## src/design/rwlqr_pkg.sv

```systemverilog
// ----------------------------------------------------------------------------
// rwlqr_pkg: shared types and constants of the reaction wheel balance block
// Control word layout, register map, reset values and the step program.
// ----------------------------------------------------------------------------
package rwlqr_pkg;

  // register indexes on the configuration port
  localparam logic [2:0] RegAlpha       = 3'd0;
  localparam logic [2:0] RegKPitch      = 3'd1;
  localparam logic [2:0] RegKRate       = 3'd2;
  localparam logic [2:0] RegKWheel      = 3'd3;
  localparam logic [2:0] RegPitchLimit  = 3'd4;
  localparam logic [2:0] RegStillLimit  = 3'd5;
  localparam logic [2:0] RegDampingGain = 3'd6;

  localparam int unsigned PaddrW = 5;

  // reset values
  localparam logic [16:0] AlphaReset       = 17'd0;
  localparam logic [31:0] KReset           = 32'd0;
  localparam logic [22:0] PitchLimitReset  = 23'd819;
  localparam logic [22:0] StillLimitReset  = 23'd41;
  localparam logic [31:0] DampingGainReset = 32'd26214;

  localparam logic [16:0] AlphaOne = 17'h10000;

  // datapath widths
  localparam int unsigned OpaW  = 33;
  localparam int unsigned OpbW  = 25;
  localparam int unsigned ProdW = OpaW + OpbW;
  localparam int unsigned AccW  = ProdW + 2;

  // step program
  localparam int unsigned StepW = 4;
  localparam logic [StepW-1:0] StepAlpha  = 4'd0;
  localparam logic [StepW-1:0] StepUpdate = 4'd1;
  localparam logic [StepW-1:0] StepCheck  = 4'd2;
  localparam logic [StepW-1:0] StepKp     = 4'd3;
  localparam logic [StepW-1:0] StepKr     = 4'd4;
  localparam logic [StepW-1:0] StepKw     = 4'd5;
  localparam logic [StepW-1:0] StepSumKw  = 4'd6;
  localparam logic [StepW-1:0] StepDamp   = 4'd7;
  localparam logic [StepW-1:0] StepSumDg  = 4'd8;
  localparam logic [StepW-1:0] StepEmit   = 4'd9;

  typedef enum logic [2:0] {
    MUL_ALPHA,
    MUL_KP,
    MUL_KR,
    MUL_KW,
    MUL_DG
  } mul_sel_e;

  typedef enum logic [1:0] {
    ACC_HOLD,
    ACC_CLR,
    ACC_SUB
  } acc_op_e;

  typedef enum logic [1:0] {
    OFF_HOLD,
    OFF_UPD,
    OFF_CLR_IF
  } off_op_e;

  typedef enum logic [1:0] {
    JMP_NONE,
    JMP_DAMP,
    JMP_ALWAYS
  } jmp_e;

  typedef struct packed {
    mul_sel_e         mul;
    acc_op_e          acc;
    off_op_e          off;
    jmp_e             jmp;
    logic [StepW-1:0] target;
    logic             emit;
  } ctrl_t;

  function automatic ctrl_t rom_word(input logic [StepW-1:0] step);
    ctrl_t w;
    w = '{mul: MUL_ALPHA, acc: ACC_HOLD, off: OFF_HOLD, jmp: JMP_NONE,
          target: StepAlpha, emit: 1'b0};
    case (step)
      StepAlpha:  w.acc = ACC_CLR;
      StepUpdate: w.off = OFF_UPD;
      StepCheck: begin
        w.off    = OFF_CLR_IF;
        w.jmp    = JMP_DAMP;
        w.target = StepDamp;
      end
      StepKp:     w.mul = MUL_KP;
      StepKr: begin
        w.mul = MUL_KR;
        w.acc = ACC_SUB;
      end
      StepKw: begin
        w.mul = MUL_KW;
        w.acc = ACC_SUB;
      end
      StepSumKw: begin
        w.acc    = ACC_SUB;
        w.jmp    = JMP_ALWAYS;
        w.target = StepEmit;
      end
      StepDamp:   w.mul = MUL_DG;
      StepSumDg:  w.acc = ACC_SUB;
      StepEmit:   w.emit = 1'b1;
      default:    w.emit = 1'b1;
    endcase
    return w;
  endfunction

endpackage

```

## src/design/reaction_wheel_lqr_balance.sv

```systemverilog
// ----------------------------------------------------------------------------
// reaction_wheel_lqr_balance: state feedback balance controller
// Low-pass pitch offset, wheel damping fallback and saturated torque output.
// ----------------------------------------------------------------------------
// One sample word (pitch angle, pitch rate, wheel speed) is taken when the
// block is free and turned into one torque word. A small step program in a
// table drives one shared 33 x 25 bit multiplier, an accumulator and the
// offset register, one step at a time. The damping path skips the gain steps
// of the balance path. The block takes no new sample until its result has been
// moved into the output register, which waits while that register still holds
// an unread result. A finished result waits in the output register while the
// next sample is taken. Configuration goes through the APB port (register i at
// byte address 4*i); the user must write it only while idle, not enforced here.

module reaction_wheel_lqr_balance (
  input  logic                          clk_i,
  input  logic                          rst_ni,
  input  logic                          in_valid_i,
  output logic                          in_ready_o,
  input  logic signed [23:0]            pitch_angle_i,
  input  logic signed [23:0]            pitch_rate_i,
  input  logic signed [23:0]            wheel_speed_i,
  output logic                          out_valid_o,
  input  logic                          out_ready_i,
  output logic signed [23:0]            torque_command_o,
  output logic                          damping_mode_o,
  input  logic                          psel,
  input  logic                          penable,
  input  logic                          pwrite,
  input  logic [rwlqr_pkg::PaddrW-1:0]  paddr,
  input  logic [31:0]                   pwdata,
  output logic [31:0]                   prdata,
  output logic                          pready
);

  // configuration registers
  logic [16:0] alpha_q;
  logic [31:0] k_pitch_q, k_rate_q, k_wheel_q, damping_gain_q;
  logic [22:0] pitch_limit_q, still_limit_q;
  logic [2:0]  reg_idx;
  logic        cfg_wr;

  assign pready  = 1'b1;
  assign reg_idx = paddr[rwlqr_pkg::PaddrW-1:2];
  assign cfg_wr  = psel & penable & pwrite & pready;

  always_ff @(posedge clk_i or negedge rst_ni) begin
    if (!rst_ni) begin
      alpha_q        <= rwlqr_pkg::AlphaReset;
      k_pitch_q      <= rwlqr_pkg::KReset;
      k_rate_q       <= rwlqr_pkg::KReset;
      k_wheel_q      <= rwlqr_pkg::KReset;
      pitch_limit_q  <= rwlqr_pkg::PitchLimitReset;
      still_limit_q  <= rwlqr_pkg::StillLimitReset;
      damping_gain_q <= rwlqr_pkg::DampingGainReset;
    end else if (cfg_wr) begin
      unique case (reg_idx)
        rwlqr_pkg::RegAlpha:       alpha_q        <= pwdata[16:0];
        rwlqr_pkg::RegKPitch:      k_pitch_q      <= pwdata;
        rwlqr_pkg::RegKRate:       k_rate_q       <= pwdata;
        rwlqr_pkg::RegKWheel:      k_wheel_q      <= pwdata;
        rwlqr_pkg::RegPitchLimit:  pitch_limit_q  <= pwdata[22:0];
        rwlqr_pkg::RegStillLimit:  still_limit_q  <= pwdata[22:0];
        rwlqr_pkg::RegDampingGain: damping_gain_q <= pwdata;
        default: ;
      endcase
    end
  end

  always_comb begin
    unique case (reg_idx)
      rwlqr_pkg::RegAlpha:       prdata = {15'd0, alpha_q};
      rwlqr_pkg::RegKPitch:      prdata = k_pitch_q;
      rwlqr_pkg::RegKRate:       prdata = k_rate_q;
      rwlqr_pkg::RegKWheel:      prdata = k_wheel_q;
      rwlqr_pkg::RegPitchLimit:  prdata = {9'd0, pitch_limit_q};
      rwlqr_pkg::RegStillLimit:  prdata = {9'd0, still_limit_q};
      rwlqr_pkg::RegDampingGain: prdata = damping_gain_q;
      default:                   prdata = 32'd0;
    endcase
  end

  // sequencer
  logic                         busy_q;
  logic [rwlqr_pkg::StepW-1:0]  step_q, step_d;
  rwlqr_pkg::ctrl_t             cw;
  logic                         in_acc, emit_go;

  logic signed [23:0] pitch_q, rate_q, speed_q;
  logic signed [23:0] off_q, off_d;
  logic signed [rwlqr_pkg::ProdW-1:0] prod_q;
  logic signed [rwlqr_pkg::AccW-1:0]  acc_q, acc_d;
  logic                         damp_q;
  logic                         out_valid_q;
  logic signed [23:0]           torque_q;
  logic                         out_damp_q;

  assign cw         = rwlqr_pkg::rom_word(step_q);
  assign in_ready_o = ~busy_q;
  assign in_acc     = in_valid_i & in_ready_o;
  // result register is free or being emptied this cycle
  assign emit_go    = busy_q & cw.emit & (~out_valid_q | out_ready_i);

  // offset and wheel checks
  logic [23:0] off_mag, spd_mag;
  logic        over, still, damp_cond;

  assign off_mag   = off_q[23] ? 24'(-off_q) : 24'(off_q);
  assign spd_mag   = speed_q[23] ? 24'(-speed_q) : 24'(speed_q);
  assign over      = off_mag > {1'b0, pitch_limit_q};
  assign still     = spd_mag < {1'b0, still_limit_q};
  assign damp_cond = over & ~still;

  // multiplier operands
  logic [16:0]                        alpha_eff;
  logic signed [rwlqr_pkg::OpaW-1:0]  opa;
  logic signed [rwlqr_pkg::OpbW-1:0]  opb, diff;

  assign alpha_eff = (alpha_q > rwlqr_pkg::AlphaOne) ? rwlqr_pkg::AlphaOne : alpha_q;
  assign diff      = $signed({pitch_q[23], pitch_q}) - $signed({off_q[23], off_q});

  always_comb begin
    unique case (cw.mul)
      rwlqr_pkg::MUL_ALPHA: begin
        opa = $signed({16'd0, alpha_eff});
        opb = diff;
      end
      rwlqr_pkg::MUL_KP: begin
        opa = $signed({k_pitch_q[31], k_pitch_q});
        opb = diff;
      end
      rwlqr_pkg::MUL_KR: begin
        opa = $signed({k_rate_q[31], k_rate_q});
        opb = $signed({rate_q[23], rate_q});
      end
      rwlqr_pkg::MUL_KW: begin
        opa = $signed({k_wheel_q[31], k_wheel_q});
        opb = $signed({speed_q[23], speed_q});
      end
      rwlqr_pkg::MUL_DG: begin
        opa = $signed({1'b0, damping_gain_q});
        opb = $signed({speed_q[23], speed_q});
      end
      default: begin
        opa = '0;
        opb = '0;
      end
    endcase
  end

  // offset and accumulator update
  logic signed [rwlqr_pkg::ProdW-1:0] prod_rnd;

  assign prod_rnd = (prod_q + rwlqr_pkg::ProdW'(32768)) >>> 16;

  always_comb begin
    off_d = off_q;
    unique case (cw.off)
      rwlqr_pkg::OFF_HOLD:   off_d = off_q;
      // the filtered value stays between old offset and pitch, no wrap
      rwlqr_pkg::OFF_UPD:    off_d = off_q + prod_rnd[23:0];
      rwlqr_pkg::OFF_CLR_IF: off_d = (over & still) ? 24'sd0 : off_q;
      default:               off_d = off_q;
    endcase
  end

  always_comb begin
    unique case (cw.acc)
      rwlqr_pkg::ACC_HOLD: acc_d = acc_q;
      rwlqr_pkg::ACC_CLR:  acc_d = '0;
      // products go in negated, the torque is minus the sum
      rwlqr_pkg::ACC_SUB:  acc_d = acc_q - rwlqr_pkg::AccW'(prod_q);
      default:             acc_d = acc_q;
    endcase
  end

  always_comb begin
    step_d = step_q + 1'b1;
    unique case (cw.jmp)
      rwlqr_pkg::JMP_NONE:   step_d = step_q + 1'b1;
      rwlqr_pkg::JMP_DAMP:   step_d = damp_cond ? cw.target : step_q + 1'b1;
      rwlqr_pkg::JMP_ALWAYS: step_d = cw.target;
      default:               step_d = step_q + 1'b1;
    endcase
  end

  // rounding and saturation of the torque
  logic signed [rwlqr_pkg::AccW-1:0] acc_rnd;
  logic signed [23:0]                torque_sat;

  assign acc_rnd = (acc_q + rwlqr_pkg::AccW'(32768)) >>> 16;

  always_comb begin
    if (acc_rnd > rwlqr_pkg::AccW'(8388607)) begin
      torque_sat = 24'sh7fffff;
    end else if (acc_rnd < -rwlqr_pkg::AccW'(8388608)) begin
      torque_sat = -24'sh800000;
    end else begin
      torque_sat = acc_rnd[23:0];
    end
  end

  always_ff @(posedge clk_i or negedge rst_ni) begin
    if (!rst_ni) begin
      busy_q      <= 1'b0;
      step_q      <= rwlqr_pkg::StepAlpha;
      off_q       <= '0;
      out_valid_q <= 1'b0;
    end else begin
      if (in_acc) begin
        busy_q <= 1'b1;
        step_q <= rwlqr_pkg::StepAlpha;
      end else if (busy_q) begin
        if (cw.emit) begin
          if (emit_go) begin
            busy_q <= 1'b0;
          end
        end else begin
          step_q <= step_d;
          off_q  <= off_d;
        end
      end
      if (emit_go) begin
        out_valid_q <= 1'b1;
      end else if (out_ready_i) begin
        out_valid_q <= 1'b0;
      end
    end
  end

  // payload registers
  always_ff @(posedge clk_i) begin
    if (in_acc) begin
      pitch_q <= pitch_angle_i;
      rate_q  <= pitch_rate_i;
      speed_q <= wheel_speed_i;
    end
    if (busy_q) begin
      prod_q <= opa * opb;
      acc_q  <= acc_d;
      if (step_q == rwlqr_pkg::StepCheck) begin
        damp_q <= damp_cond;
      end
    end
    if (emit_go) begin
      torque_q   <= torque_sat;
      out_damp_q <= damp_q;
    end
  end

  assign out_valid_o      = out_valid_q;
  assign torque_command_o = torque_q;
  assign damping_mode_o   = out_damp_q;

  // checks
  a_start: assert property (@(posedge clk_i) disable iff (!rst_ni)
    in_acc |=> busy_q && step_q == rwlqr_pkg::StepAlpha)
    else $error("program did not start at its first step");

  a_step_range: assert property (@(posedge clk_i) disable iff (!rst_ni)
    busy_q |-> step_q <= rwlqr_pkg::StepEmit)
    else $error("step counter left the program");

  a_clear: assert property (@(posedge clk_i) disable iff (!rst_ni)
    busy_q && step_q == rwlqr_pkg::StepCheck && over && still |=> off_q == 24'sd0)
    else $error("offset not cleared with the wheel still");

  a_damp_branch: assert property (@(posedge clk_i) disable iff (!rst_ni)
    busy_q && step_q == rwlqr_pkg::StepCheck && damp_cond
      |=> step_q == rwlqr_pkg::StepDamp && $stable(off_q))
    else $error("damping branch not taken or offset disturbed");

  a_hold_result: assert property (@(posedge clk_i) disable iff (!rst_ni)
    out_valid_q && !out_ready_i |=> $stable(torque_q) && $stable(out_damp_q))
    else $error("waiting result overwritten");

endmodule

```

## config.mk

```make
export PLATFORM = sky130hd
export DESIGN_NAME = reaction_wheel_lqr_balance
export DESIGN_NICKNAME = d
export VERILOG_FILES = /design/src/design/rwlqr_pkg.sv /design/src/design/reaction_wheel_lqr_balance.sv
export SDC_FILE = /design/constraint.sdc
export NUM_CORES = 2
export LEC_CHECK = 0
export CORE_MARGIN = 3
export CORE_UTILIZATION = 44
export DETAILED_ROUTE_END_ITERATION = 10
export DONT_BUFFER_PORTS = 1
export GPL_TIMING_DRIVEN = 0
export SLEW_MARGIN = 20
export SYNTH_ARGS = -nofsm -noshare
export SYNTH_HDL_FRONTEND = slang
export SYNTH_SLANG_ARGS = --single-unit
```

## constraint.sdc

```tcl
create_clock -name clk_i -period 9.6 [get_ports clk_i]
set_clock_uncertainty 0.05 [all_clocks]
set_input_delay 0.48 -clock clk_i [delete_from_list [all_inputs] [get_ports clk_i]]
set_output_delay 0.48 -clock clk_i [all_outputs]
set_load 0.03 [all_outputs]
```

==> reports/results.ini <==
[synth]
ys.flop_type = edfxtp_1
synth-seq-cells = 437
yosysTopAreaCellShare_pct = 30.6
yosysTopAreaCell = fa_1
netlist_instances = 5883
yosys_warnings = 0
synth_area_mm2 = 0.0553
synth_area_leaders = fa_1 31%, edfxtp_1 12%, dfrtp_1 9.2%
ys_top_cells_by_count = 986 x inv_1, 863 x nand2_1, 845 x fa_1, 357 x nor2_1, 321 x ha_1
synth-edff-count = 216
ys_seq_area_share_pct = 21.8
avgSynthCellArea_um2 = 9.40
synth_fp_nets = 7165
post_synth_num_cell_types = 91
async_reset_ff_share_pct = 50.6
synth_most_common_cell = inv_1

[setup_path]
crit_path_end_kind = register
r2r-start = off_q[0]$_DFFE_PN0P_
start_kind = register
startpoint = off_q[0]$_DFFE_PN0P_
crit_slowest_cell = fa_2
critPathMaxFanout = 4
cp.arrival_ns = 10.47
critPathKind = register to register
slowest_delay_ns = 0.61
worst_path_most_repeated_cell = fa_2
worstPathRequired_ns = 9.91

[placement]
dp_hpwl_um = 162000
io_buffers = 0
place_congestion = 0.986
dp.cells = 7535

[global_routing]
grt_start_max_net_pins = 222
antenna_found_initial = 21
grt_pass1_wl_um = 298000
overflow = 0
grtUsageTotal_pct = 30.8
grt_pass1_vias = 45600

[routing]
wl_per_cell_um = 25.7
drtPass1Iterations = 8
drt-vias-per-instance = 5.77
drt-initial-drc-count = 4732
drt.antenna.violating_nets = 0
route.vias.total = 45200
drc = 0
wl_um = 201000

[die]
rows = 129
ios = 176
die_w_um = 361
dieArea_mm2 = 0.130
coreArea_mm2 = 0.124
initial_utilization_pct = 44.5
fp.dieH_um = 361

[clock_tree]
cts_tree = yes
clock-sinks = 437
cts.clk_slew.worst_paths_ns = 0.06
clk_latency_ns = 0.64
root_buffer = clkbuf_16
cts_inserted_buffers = 51
htreeDepth = 2
cts.path.max_buffers = 3

[timing]
drv_slew = 0
setup_ws_ns = -0.557
max_freq_mhz = 98.5
whs_ns = 0.101
finalCriticalPeriod_ns = 10.16
final-setup-viol-count = 17
worst_slew_pin_slew_ns = 1.21
slew_headroom_pct = 18.3
finalSetupTns_ns = -5.77
fin_crit_sh_pct = 106
grt_setup_unrepaired = yes
timing.final.hold_violations = 0

[min_path]
hold_class = input pin to register
min_from = out_ready_i

[final_layout]
final_util_pct = 50.7
syn_to_final_growth_pct = 13.9
nFillCells = 11600
nets = 7433
instances_no_fill = 7837
drive_gt1_share_pct = 11.7

[job]
maxCapViolCount = 0

[run_status]
violations = negative setup slack
status = finished with violations

==> layout make-up <==
| class | instances | area, um^2 | share of cell area, % |
|---|---|---|---|
| buffer | 248 | 1360 | 2.16 |
| antenna | 6 | 15.0 | 0.0238 |
| clock buffer | 64 | 1360 | 2.15 |
| inverter | 989 | 3720 | 5.91 |
| tap | 1637 | 2050 | 3.25 |
| sequential | 437 | 12100 | 19.1 |
| clock inverter | 32 | 290 | 0.461 |
| multi-input combinational | 4193 | 39900 | 63.3 |
| timing repair buffer | 231 | 2260 | 3.59 |
==> metrics by stage <==
stage	instance area, um^2	worst slack (ns)
6_report	63000	-0.557
3_3_place_gp	57400	-5.20
3_5_place_dp	57600	-3.94
5_1_grt	63000	-0.730
4_1_cts	62500	-0.503
2_1_floorplan	55300	0.0214
==> registers in the layout, indices dropped and copies added, names as in the netlist, 24 cells and up <==
register          cells
acc_q                60
prod_q               58
damping_gain_q       32
k_pitch_q            32
k_rate_q             32
k_wheel_q            32
off_q                24
pitch_q              24
rate_q               24
speed_q              24
torque_command_o     24
==> layer usage <==
metal / up-vias / part of all wire [%] / GRT usage [%]
li1: 19600 / - / -
met1: 22900 / 41 / 42.0
met2: 2284 / 43 / 46.4
met3: 485 / 11 / 8.25
met4: 10 / 5.2 / 13.5
met5: - / 0.038 / 0
==> worst paths after layout <==
kind / endpoint / slack, ns / cells after the start
worst min-delay path: busy_q$_DFF_PN0_ / 0.10 / 3
worst max-delay path: prod_q[54]$_DFFE_PP_ / -0.56 / 38
min in group asynchronous: still_limit_q[19]$_DFFE_PN0P_ / 0.38 / 2
max in group asynchronous: busy_q$_DFF_PN0_ / 7.83 / 3
worst max register to register: prod_q[54]$_DFFE_PP_ / -0.56 / 38
worst min register to register: damping_mode_o$_DFFE_PP_ / 0.37 / 0
==> cell usage in the layout (no fill, tap or decap), types with 17 or more instances in the layout <==
cell,count
mux2_1,32
dfstp_2,17
a21oi_2,23
dlygate4sd3_1,107
and4_1,20
buf_4,105
clkbuf_2,62
xor2_1,68
nand2_1,837
fa_1,821
nor3_1,40
nor2b_1,47
fa_2,24
and2_1,72
a21o_1,120
o21bai_1,27
nand4_1,65
clkbuf_4,17
o21ai_1,51
nand3_1,75
mux2_2,125
nand2_2,20
clkbuf_16,53
inv_1,975
ha_1,302
a21oi_1,196
nand2b_1,33
clkbuf_1,123
nor2_1,344
xnor2_1,152
a22oi_1,91
mux2i_1,28
and3_1,27
dfrtp_1,195
edfxtp_1,216
nor4_1,27
o21ai_0,146
==> cells by family (layout without fill, tap and decap cells) <==
kind of cell    Yosys count  after routing  share of synthesized area [%]
buf+inv                1253           1564                           8.56
xor+xnor                242            242                           3.83
compound gates          868            868                           10.1
simple gates           1726           1726                           14.0
other cells               1              7                        0.00678
mux                     190            190                           3.91
fa+ha+maj              1166           1166                           37.8
flops                   437            437                           21.8
==> what timing repair did <==
action                                  CTS  global route
resized for setup                       388           111
pin swaps                               107            37
endpoints found under the setup margin   47            23
endpoints found under the hold margin   486             0
setup buffers                            83            25
cloned                                    0             0
hold buffers                            108             0
==> worst max-delay path, delay by kind of cell, from the launching register on <==
kind | cells | cell delay [ns]
flops | 1 | 0.45
xor+xnor | 2 | 0.37
simple gates | 8 | 1.41
fa+ha+maj | 10 | 4.40
buf+inv | 7 | 0.76
compound gates | 11 | 2.40
Power is left out: the tool's default activity adds up to more than one toggle a clock period on the data nets, which glitch-free logic cannot reach.
